<file path="config.mk">
export PLATFORM = sky130hd
export DESIGN_NAME = capture_date_time_parser
export DESIGN_NICKNAME = d
export VERILOG_FILES = /design/src/cdtp_pkg.sv /design/src/capture_date_time_parser.sv /design/src/cdtp_eval.sv
export VERILOG_INCLUDE_DIRS = /design/src /design/src/src
export SDC_FILE = /design/constraint.sdc
export NUM_CORES = 1
export LEC_CHECK = 0
export ABC_AREA = 1
export CAP_MARGIN = 10
export CORE_ASPECT_RATIO = 1.4
export CORE_UTILIZATION = 35
export CTS_CLUSTER_DIAMETER = 150
export DETAILED_ROUTE_END_ITERATION = 10
export DONT_BUFFER_PORTS = 1
export MAX_ROUTING_LAYER = met4
export SKIP_CTS_REPAIR_TIMING = 1
export SYNTH_ARGS = -nofsm -noshare
export SYNTH_HDL_FRONTEND = slang
export SYNTH_HIERARCHICAL = 1
export SYNTH_SLANG_ARGS = --single-unit
</file>
<file path="constraint.sdc">
create_clock -name clk -period 3.6 [get_ports clk]
set_input_delay 0.18 -clock clk [delete_from_list [all_inputs] [get_ports clk]]
set_output_delay 0.18 -clock clk [all_outputs]
set_load 0.03 [all_outputs]
</file>
<file path="src/capture_date_time_parser_macros.svh">
// Assertion macros for the date/time parser.
`ifndef CAPTURE_DATE_TIME_PARSER_MACROS_SVH
`define CAPTURE_DATE_TIME_PARSER_MACROS_SVH
`ifndef SYNTHESIS
// checked outside reset
`define CDTP_ASSERT(lbl, clk_s, rstn_s, prop) \
  lbl: assert property (@(posedge clk_s) disable iff (!rstn_s) (prop)) \
    else $error("cdtp assertion failed");
// checked in and out of reset
`define CDTP_ASSERT_ANY(lbl, clk_s, prop) \
  lbl: assert property (@(posedge clk_s) (prop)) \
    else $error("cdtp assertion failed");
`else
`define CDTP_ASSERT(lbl, clk_s, rstn_s, prop)
`define CDTP_ASSERT_ANY(lbl, clk_s, prop)
`endif
`endif

</file>
<file path="src/cdtp_pkg.sv">
// Shared types, constants and helper functions for the date/time parser.
package cdtp_pkg;

  typedef logic [4:0] pos_t;

  // byte positions within the text
  localparam pos_t P_YEAR0     = 5'd0;
  localparam pos_t P_YEAR1     = 5'd1;
  localparam pos_t P_YEAR2     = 5'd2;
  localparam pos_t P_YEAR3     = 5'd3;
  localparam pos_t P_SEP_DATE0 = 5'd4;
  localparam pos_t P_MON0      = 5'd5;
  localparam pos_t P_MON1      = 5'd6;
  localparam pos_t P_SEP_DATE1 = 5'd7;
  localparam pos_t P_DAY0      = 5'd8;
  localparam pos_t P_DAY1      = 5'd9;
  localparam pos_t P_SEP_TIME  = 5'd10;
  localparam pos_t P_HOUR0     = 5'd11;
  localparam pos_t P_HOUR1     = 5'd12;
  localparam pos_t P_COLON0    = 5'd13;
  localparam pos_t P_MIN0      = 5'd14;
  localparam pos_t P_MIN1      = 5'd15;
  localparam pos_t P_COLON1    = 5'd16;
  localparam pos_t P_SEC0      = 5'd17;
  localparam pos_t P_SEC1      = 5'd18;
  localparam pos_t POS_MAX     = 5'd31;

  localparam logic [7:0] CHAR_ZERO  = 8'h30;
  localparam logic [7:0] CHAR_NINE  = 8'h39;
  localparam logic [7:0] CHAR_COLON = 8'h3A;

  localparam logic [6:0] MONTH_MAX  = 7'd12;
  localparam logic [6:0] HOUR_MAX   = 7'd23;
  localparam logic [6:0] MINSEC_MAX = 7'd59;
  localparam logic [6:0] MONTH_FEB  = 7'd2;

  localparam logic [4:0] MONTH_DAYS [12] = '{
    5'd31, 5'd28, 5'd31, 5'd30, 5'd31, 5'd30,
    5'd31, 5'd31, 5'd30, 5'd31, 5'd30, 5'd31
  };

  typedef struct packed {
    logic [13:0] year;
    logic [6:0]  month;
    logic [6:0]  day;
    logic [6:0]  hour;
    logic [6:0]  minute;
    logic [6:0]  second;
    logic [6:0]  year_hi;    // first two year digits, for the 400 rule
    logic        ylo_zero;   // last two year digits are both zero
    logic        form_error;
  } acc_t;

  typedef struct packed {
    logic        valid_res;
    logic        has_time;
    logic [13:0] year;
    logic [3:0]  month;
    logic [4:0]  day;
    logic [4:0]  hour;
    logic [5:0]  minute;
    logic [5:0]  second;
  } res_t;

  // acc * 10 + d, wrapped to the accumulator width
  function automatic logic [6:0] push7(input logic [6:0] acc, input logic [3:0] d);
    return {acc[3:0], 3'b000} + {acc[5:0], 1'b0} + {3'b000, d};
  endfunction

  function automatic logic [13:0] push14(input logic [13:0] acc, input logic [3:0] d);
    return {acc[10:0], 3'b000} + {acc[12:0], 1'b0} + {10'd0, d};
  endfunction

  function automatic logic [4:0] days_in(input logic [6:0] m, input logic leap);
    logic [3:0] idx;
    idx = m[3:0] - 4'd1;
    if (m == MONTH_FEB && leap) begin
      return 5'd29;
    end else if (m >= 7'd1 && m <= MONTH_MAX) begin
      return MONTH_DAYS[idx];
    end else begin
      return 5'd31;
    end
  endfunction

endpackage

</file>
<file path="src/capture_date_time_parser.sv">
// Top level of the streaming date/time text parser.
// A final byte moves from the input register into the output register, whose contents drive out_*.
// Throughput: one input word per cycle; only a final byte waits on a stalled output.
// The input register feeds the digit accumulators and checker; results go to an output register.
// Reset (rst_n low, synchronous) clears the pipeline, position and all accumulators.
`include "capture_date_time_parser_macros.svh"

module capture_date_time_parser (
  input  logic        clk,
  input  logic        rst_n,
  // input stream
  input  logic        in_tvalid,
  output logic        in_tready,
  input  logic [7:0]  in_tdata,   // [7:0] char_byte
  input  logic        in_tlast,   // last
  // result stream
  output logic        out_tvalid,
  input  logic        out_tready,
  output logic [39:0] out_tdata,  // [13:0] year, [17:14] month, [22:18] day,
                                  // [27:23] hour, [33:28] minute, [39:34] second
  output logic [1:0]  out_tuser   // [0] valid_res, [1] has_time
);

  // input register
  logic       s1_valid_r;
  logic [7:0] s1_char_r;
  logic       s1_last_r;

  // parse state
  cdtp_pkg::pos_t pos_r;
  cdtp_pkg::pos_t pos_nxt;
  cdtp_pkg::acc_t acc_r;
  cdtp_pkg::acc_t acc_nxt;

  // output register
  logic           out_valid_r;
  cdtp_pkg::res_t out_res_r;
  cdtp_pkg::res_t res;

  logic       in_fire;
  logic       out_free;
  logic       s1_fire;
  logic       is_dig;
  logic [3:0] digit;

  // A non-final byte never needs the output slot, so it always moves on.
  assign out_free  = !out_valid_r || out_tready;
  assign s1_fire   = s1_valid_r && (!s1_last_r || out_free);
  assign in_tready = !s1_valid_r || s1_fire;
  assign in_fire   = in_tvalid && in_tready;

  always_ff @(posedge clk) begin
    if (!rst_n) begin
      s1_valid_r <= 1'b0;
    end else if (in_fire) begin
      s1_valid_r <= 1'b1;
    end else if (s1_fire) begin
      s1_valid_r <= 1'b0;
    end
  end

  always_ff @(posedge clk) begin
    if (in_fire) begin
      s1_char_r <= in_tdata;
      s1_last_r <= in_tlast;
    end
  end

  assign is_dig = (s1_char_r >= cdtp_pkg::CHAR_ZERO) && (s1_char_r <= cdtp_pkg::CHAR_NINE);
  assign digit  = s1_char_r[3:0];

  // Per-position digit gathering and separator checks.
  always_comb begin
    acc_nxt = acc_r;
    case (pos_r)
      cdtp_pkg::P_YEAR0, cdtp_pkg::P_YEAR1: begin
        if (is_dig) begin
          acc_nxt.year    = cdtp_pkg::push14(acc_r.year, digit);
          acc_nxt.year_hi = cdtp_pkg::push7(acc_r.year_hi, digit);
        end else begin
          acc_nxt.form_error = 1'b1;
        end
      end
      cdtp_pkg::P_YEAR2: begin
        if (is_dig) begin
          acc_nxt.year     = cdtp_pkg::push14(acc_r.year, digit);
          acc_nxt.ylo_zero = (digit == 4'd0);
        end else begin
          acc_nxt.form_error = 1'b1;
        end
      end
      cdtp_pkg::P_YEAR3: begin
        if (is_dig) begin
          acc_nxt.year     = cdtp_pkg::push14(acc_r.year, digit);
          acc_nxt.ylo_zero = acc_r.ylo_zero && (digit == 4'd0);
        end else begin
          acc_nxt.form_error = 1'b1;
        end
      end
      cdtp_pkg::P_MON0, cdtp_pkg::P_MON1: begin
        if (is_dig) acc_nxt.month = cdtp_pkg::push7(acc_r.month, digit);
        else acc_nxt.form_error = 1'b1;
      end
      cdtp_pkg::P_DAY0, cdtp_pkg::P_DAY1: begin
        if (is_dig) acc_nxt.day = cdtp_pkg::push7(acc_r.day, digit);
        else acc_nxt.form_error = 1'b1;
      end
      cdtp_pkg::P_HOUR0, cdtp_pkg::P_HOUR1: begin
        if (is_dig) acc_nxt.hour = cdtp_pkg::push7(acc_r.hour, digit);
        else acc_nxt.form_error = 1'b1;
      end
      cdtp_pkg::P_MIN0, cdtp_pkg::P_MIN1: begin
        if (is_dig) acc_nxt.minute = cdtp_pkg::push7(acc_r.minute, digit);
        else acc_nxt.form_error = 1'b1;
      end
      cdtp_pkg::P_SEC0, cdtp_pkg::P_SEC1: begin
        if (is_dig) acc_nxt.second = cdtp_pkg::push7(acc_r.second, digit);
        else acc_nxt.form_error = 1'b1;
      end
      cdtp_pkg::P_SEP_DATE0, cdtp_pkg::P_SEP_DATE1, cdtp_pkg::P_SEP_TIME: begin
        if (is_dig) acc_nxt.form_error = 1'b1;
      end
      cdtp_pkg::P_COLON0, cdtp_pkg::P_COLON1: begin
        if (s1_char_r != cdtp_pkg::CHAR_COLON) acc_nxt.form_error = 1'b1;
      end
      default: begin
        // past the seconds: counted, not parsed
      end
    endcase
  end

  // saturating byte count
  assign pos_nxt = (pos_r == cdtp_pkg::POS_MAX) ? pos_r : pos_r + 5'd1;

  // text ends: state goes back to its reset values
  always_ff @(posedge clk) begin
    if (!rst_n) begin
      pos_r <= '0;
      acc_r <= '0;
    end else if (s1_fire) begin
      if (s1_last_r) begin
        pos_r <= '0;
        acc_r <= '0;
      end else begin
        pos_r <= pos_nxt;
        acc_r <= acc_nxt;
      end
    end
  end

  cdtp_eval u_eval (
    .acc (acc_nxt),
    .pos (pos_r),
    .res (res)
  );

  always_ff @(posedge clk) begin
    if (!rst_n) begin
      out_valid_r <= 1'b0;
    end else if (s1_fire && s1_last_r) begin
      out_valid_r <= 1'b1;
    end else if (out_tready) begin
      out_valid_r <= 1'b0;
    end
  end

  always_ff @(posedge clk) begin
    if (s1_fire && s1_last_r) begin
      out_res_r <= res;
    end
  end

  assign out_tvalid = out_valid_r;
  assign out_tuser  = {out_res_r.has_time, out_res_r.valid_res};
  assign out_tdata  = {out_res_r.second, out_res_r.minute, out_res_r.hour,
                       out_res_r.day, out_res_r.month, out_res_r.year};

  `CDTP_ASSERT_ANY(a_rst_clears_out, clk, !rst_n |=> !out_tvalid && !s1_valid_r)
  `CDTP_ASSERT(a_last_clears_pos, clk, rst_n, s1_fire && s1_last_r |=> pos_r == '0)
  `CDTP_ASSERT(a_byte_advances_pos, clk, rst_n, s1_fire && !s1_last_r |=> pos_r != '0)
  `CDTP_ASSERT(a_time_needs_valid, clk, rst_n, out_tvalid && out_tuser[1] |-> out_tuser[0])
  `CDTP_ASSERT(a_invalid_zero, clk, rst_n, out_tvalid && !out_tuser[0] |-> out_tdata == '0)
  `CDTP_ASSERT(a_month_range, clk, rst_n,
    out_tvalid && out_tuser[0] |-> out_tdata[17:14] != 4'd0 && out_tdata[17:14] <= 4'd12)

endmodule

</file>
<file path="src/cdtp_eval.sv">
// Final check of the gathered fields on the last byte of a text.
module cdtp_eval (
  input  cdtp_pkg::acc_t acc,   // accumulators including the last byte
  input  cdtp_pkg::pos_t pos,   // position of the last byte
  output cdtp_pkg::res_t res
);

  logic       len_date;
  logic       timed;
  logic       leap;
  logic [4:0] max_day;
  logic       date_ok;
  logic       time_ok;
  logic       ok;

  // year % 4 is the low two bits of the binary year; a century year checks its first two digits
  assign leap = acc.ylo_zero ? (acc.year_hi[1:0] == 2'b00)
                             : (acc.year[1:0] == 2'b00);
  assign max_day  = cdtp_pkg::days_in(acc.month, leap);
  assign len_date = (pos == cdtp_pkg::P_DAY1);
  assign timed    = (pos >= cdtp_pkg::P_SEC1);

  assign date_ok = (acc.year != 14'd0) && (acc.month >= 7'd1) &&
                   (acc.month <= cdtp_pkg::MONTH_MAX) && (acc.day >= 7'd1) &&
                   (acc.day <= {2'b00, max_day});
  assign time_ok = (acc.hour <= cdtp_pkg::HOUR_MAX) &&
                   (acc.minute <= cdtp_pkg::MINSEC_MAX) &&
                   (acc.second <= cdtp_pkg::MINSEC_MAX);
  assign ok = !acc.form_error && (len_date || timed) && date_ok && (!timed || time_ok);

  always_comb begin
    res = '0;
    if (ok) begin
      res.valid_res = 1'b1;
      res.has_time  = timed;
      res.year      = acc.year;
      res.month     = acc.month[3:0];
      res.day       = acc.day[4:0];
      if (timed) begin
        res.hour   = acc.hour[4:0];
        res.minute = acc.minute[5:0];
        res.second = acc.second[5:0];
      end
    end
  end

endmodule
</file>
### Word-level counts from Yosys, hierarchy flattened

Memories as Yosys holds them, arrays and structs flattened.
Cells that the tools add are included.

* $add $sub $neg: 16
* $mul: 0
* div/mod/pow operators: 0
* $lt $le $gt $ge: 11
* eq/ne operators: 22
* shift operators: 0
* multiplexer cells: 35
* bitwise gates (word level): 1
* reduce and logical (&&, ||, !) cells: 48

Operators by type and width (number)
* two-way mux 7 bit: 12
* two-way mux 58 bit: 1
* adder 7 x 4 -> 7 bit: 6
* adder 7 bit: 6
* two-way mux 42 bit: 1
* == test 5 x 4 -> 1 bit, second input constant: 8
* two-way mux 5 bit: 6
* two-way mux 14 bit: 2
* == test 5 x 3 -> 1 bit, second input constant: 4
* == test 5 bit, second input constant: 4
* two-way mux 17 bit: 1
* logical AND 1 bit: 16
* adder 14 bit: 1
* adder 14 x 4 -> 14 bit: 1
* >= comparator 7 x 1 -> 1 bit, second input constant: 2
* less-or-equal comparator 7 x 6 -> 1 bit, second input constant: 2
* nonzero test 14 bit: 1
* OR reduction 14 bit: 1
* OR reduction 2 bit: 7
* == test 5 x 2 -> 1 bit, second input constant: 2
* >= comparator 5 bit, second input constant: 2
* two-way mux 1 bit: 10
* >= comparator 8 x 6 -> 1 bit, second input constant: 1
* less-or-equal comparator 8 x 6 -> 1 bit, second input constant: 1
* other kinds (22): 35

* register bits after elaboration: 115
* latch bits: 0
* RAM bits: 0
* bits in read-only memories: 80
* output and inout bits: 44
* logic and storage cells: 157
* memories: 1

Memories
* (no name shown): depth 16, width 5, read ports 1, clocked after memory_dff 0, wr ports 0, line cdtp_pkg.sv:80 `return MONTH_DAYS[idx];`

### Depth between registers and ports, before layout

* depth in word-level cells: 16
* gate-level depth with buffers: 28
* mapped depth without buffers: 26

### Cells and area by module

The synthesis kept the hierarchy.

By module, submodules not included
* capture_date_time_parser: instances 1, cells each 910, area each 7418.4 um2, seq. area each 2832.7 um2
* cdtp_eval: instances 1, cells each 164, area each 877.1 um2, seq. area each 0.0 um2

### Worst setup path after synthesis

No wires, ideal clock.

* kind: register -> register
* from: reg s1_char_r[3]
* to: reg out_res_r, in the netlist out_tuser[0], data pin
* arrival time: 3.661 ns
* required time: 3.349 ns
* slack: -0.312 ns
* stages on the path, launching flop included: 28
* path buffers: 2
* period minus slack after synthesis: 3.912 ns
* cell sequence: edfxtp_1 -> inv_1 -> fa_1 -> inv_1 -> fa_1 -> nand2_1 -> nand2_1 -> a21oi_1 -> nand2_1 -> nand3_1 -> nand2_1 -> inv_1 -> clkinv_1 -> nand3_1 -> nor2_1 -> a21oi_1 -> nand3_1 -> ha_1 -> nand2_1 -> inv_1 -> nor2_1 -> nand2_1 -> nand2_1 -> nor2_2 -> inv_1 -> buf_4 -> nor2_1 -> buf_4

RTL lines
* start: declaration: line capture_date_time_parser.sv:26 `logic [7:0] s1_char_r;`
* start signal: assignment: line capture_date_time_parser.sv:64 `s1_char_r <= in_tdata;`
* end signal: assignment: line capture_date_time_parser.sv:169 `out_res_r <= res;`
* end: declaration: line capture_date_time_parser.sv:37 `cdtp_pkg::res_t out_res_r;`

==> run_results.csv <==
group,metric,value,unit
status,outcome,"finished with violations",
status,violations,"negative hold slack",
setup_path,start_kind,"flop",
power_and_ir_drop,ir_drop,235,uV
drt,drt_iter0_drc,300,
sta,worstMarginPinSlew,945,ps
power_and_ir_drop,p_leak,3.82,nW
setup_path,cp_slowest_cell,"fa_1",
setup_path,critPathTopFamily,"adder cells",
setup_path,arrival,3720,ps
sta,rsz0062_at_grt,"yes",
logic_synthesis,ys_warn_count,6,
placement,place_inst,1312,
setup_path,required,3730,ps
setup_path,r2r_cells,26,
setup_path,cpMostUsedCell,"nand2_1",
cells_and_area,drive_gt1_share,15.8,%
sta,min_period,3590,ps
clock_tree,cts_tree,"built",
sta,finalHoldViolations,3,
drt,wire_per_inst,13.3,microns
min_path,holdPathStages,2,
sta,fin_ws,7.88,ps
placement,port_buffers,0,
sta,report.final.slew_viol_count,0,
setup_path,worstSetupPathType,"reg -> reg",
setup_path,cpPeakStageDelay,520,ps
sta,fin_crit_sh,99.8,%
cells_and_area,area.growth.synth_to_final,12.4,%
setup_path,critPathMaxFanout,8,
run,maxCapViolations,0,
placement,place_congestion,0.827,
global_route,grt_first_pass_wirelength,29.4,mm
clock_tree,root_buffer,"clkbuf_16",
clock_tree,clkSinkCount,111,
cells_and_area,n_fill_cell,2249,
global_route,grtUsageTotal,17.1,%
sta,max-slew-margin-rel,36.9,%
clock_tree,numCtsBuffers,9,
die,die_area,23000,sq um
drt,totalWireLength,17.8,mm
logic_synthesis,synth_nets,1107,
logic_synthesis,syn_area_per_cell,7.76,sq um
global_route,antenna_found_initial,0,
cells_and_area,diodes,0,
drt,avgViaCountPerCell,4.69,
clock_tree,clk_pin_slew,80,ps
setup_path,path_buf_inv,8,
drt,ant_nets,0,
min_path,hp-class,"in -> reg",
placement,hpwlAfterDp,13.2,mm
logic_synthesis,netlist_area,7840,sq um
clock_tree,clock_path_buffers,2,
global_route,grt_remaining_overflow,0,
clock_tree,clk_latency,370,ps
drt,drt_first_pass_iters,6,
clock_tree,cts_max_level,3,
die,ioPinCount,57,
global_route,grt_max_degree,56,
cells_and_area,stdcell_count,1343,
placement,dp_worst_setup_slack,-120,ps
drt,drc,0,
die,die_h,179,microns
sta,whs,-9.45,ps
die,dieWidth,129,microns
drt,num_vias,6300,
setup_path,path_depth,26,
cells_and_area,multi_input_area,4360,sq um
cells_and_area,regArea,2730,sq um
cells_and_area,layout.nets,1137,
sta,fmax,0.278,GHz
die,row_count,64,
global_route,grt_pass1_vias,5971,
sta,clock_skew,10.6,ps
die,core,21900,sq um
logic_synthesis,synthCells,1011,
sta,setup_viol,0,
die,start_util,35.7,%
setup_path,worstSetupEndpointType,"flop",
power_and_ir_drop,p_per_area,283,nW/um^2
-- sequential cells by signal, indices dropped and copies added (netlist names) --
signal,flops
acc_r,53
out_tdata,40
out_tuser,2
out_tvalid,1
pos_r,5
s1_char_r,8
s1_last_r,1
s1_valid_r,1
-- layout make-up --
class | instances | area share [%]
Timing Repair Buffer | 49 | 5.15
Tap cell | 297 | 4.21
Sequential cell | 111 | 31.0
Clock inverter | 6 | 0.568
Clock buffer | 10 | 2.60
Inverter | 161 | 7.01
Multi-Input combinational cell | 709 | 49.5
-- placed cells by master (no fill, tap or decap), types with 3 or more instances in the layout --
| cell type | n |
|---|---|
| xnor2_1 | 12 |
| a21oi_2 | 9 |
| nor3_2 | 22 |
| nand4_1 | 7 |
| o21ai_1 | 6 |
| xor2_1 | 10 |
| inv_6 | 3 |
| or2_2 | 6 |
| nand3_1 | 46 |
| fa_1 | 11 |
| nor2_4 | 4 |
| inv_1 | 142 |
| and2_1 | 3 |
| buf_4 | 33 |
| nor3_1 | 7 |
| nor2_2 | 15 |
| dlygate4sd3_1 | 11 |
| a21boi_0 | 3 |
| o21ai_2 | 13 |
| buf_12 | 3 |
| edfxtp_1 | 51 |
| ha_1 | 70 |
| a21oi_1 | 65 |
| o21ai_0 | 16 |
| or2_1 | 4 |
| inv_4 | 5 |
| nand2_1 | 279 |
| nor2_1 | 56 |
| o21bai_1 | 5 |
| clkbuf_16 | 10 |
| inv_2 | 13 |
| dfxtp_1 | 60 |
| nand2_2 | 14 |
| nand3b_1 | 4 |
-- worst reg2reg max path, stage by stage (launching register included) --
cell,delay (ps)
edfxtp_1,400
inv_4,50
fa_1,520
inv_2,50
fa_2,380
nand2_1,60
nand2_1,60
a21oi_2,140
inv_1,50
nand2_1,70
nand3_2,70
nand2_1,90
inv_1,40
inv_2,60
nand3_4,90
nor2_2,110
nand3_1,100
ha_1,300
nand2_1,60
inv_1,30
nor2_1,70
nand2_1,60
nand2_2,70
nor2_4,50
inv_4,120
clkbuf_16,180
nor3_2,40
-- path summary, 6_finish.rpt --
kind	startpoint	to	slack (ps)
min	rst_n	pos_r[0]$_SDFFE_PN0P_	-9
min reg2reg	acc_r[22]$_SDFFE_PN0P_	acc_r[22]$_SDFFE_PN0P_	460
max reg2reg	s1_char_r[3]$_DFFE_PP_	out_tdata[10]$_DFFE_PP_	8
max	s1_char_r[3]$_DFFE_PP_	out_tdata[10]$_DFFE_PP_	8
-- stage by stage --
| step | power [W] | area (sq um) | util (%) | TNS (ps) |
|---|---|---|---|---|
| after floorplan | 0.00146 | 7860 | - | 0 |
| after global placement | 0.00151 | 8310 | 37.9 | -596 |
| after detailed placement | 0.00151 | 8310 | 37.9 | -2080 |
| after CTS | 0.00251 | 8590 | 39.2 | -2940 |
| after global routing | 0.00258 | 8820 | 40.2 | -11300 |
| final | 0.00249 | 8820 | 40.2 | 0 |
-- power by group --
part / internal [W] / total, W / switching [W]
sequential: 0.00133 / 0.00134 / 0.0000153
combinational: 0.0000450 / 0.000150 / 0.000105
clock: 0.000483 / 0.00100 / 0.000519
total: 0.00185 / 0.00249 / 0.000639
-- layer usage --
metal	global-route usage (%)	up-vias	part of all wire (%)
li1	-	3284	-
met1	17.6	2899	41
met2	31.7	84	53
met3	2.98	33	2.1
met4	7.35	0	3.2
met5	-	-	0
No activity file was read; power rests on OpenSTA's default activity.
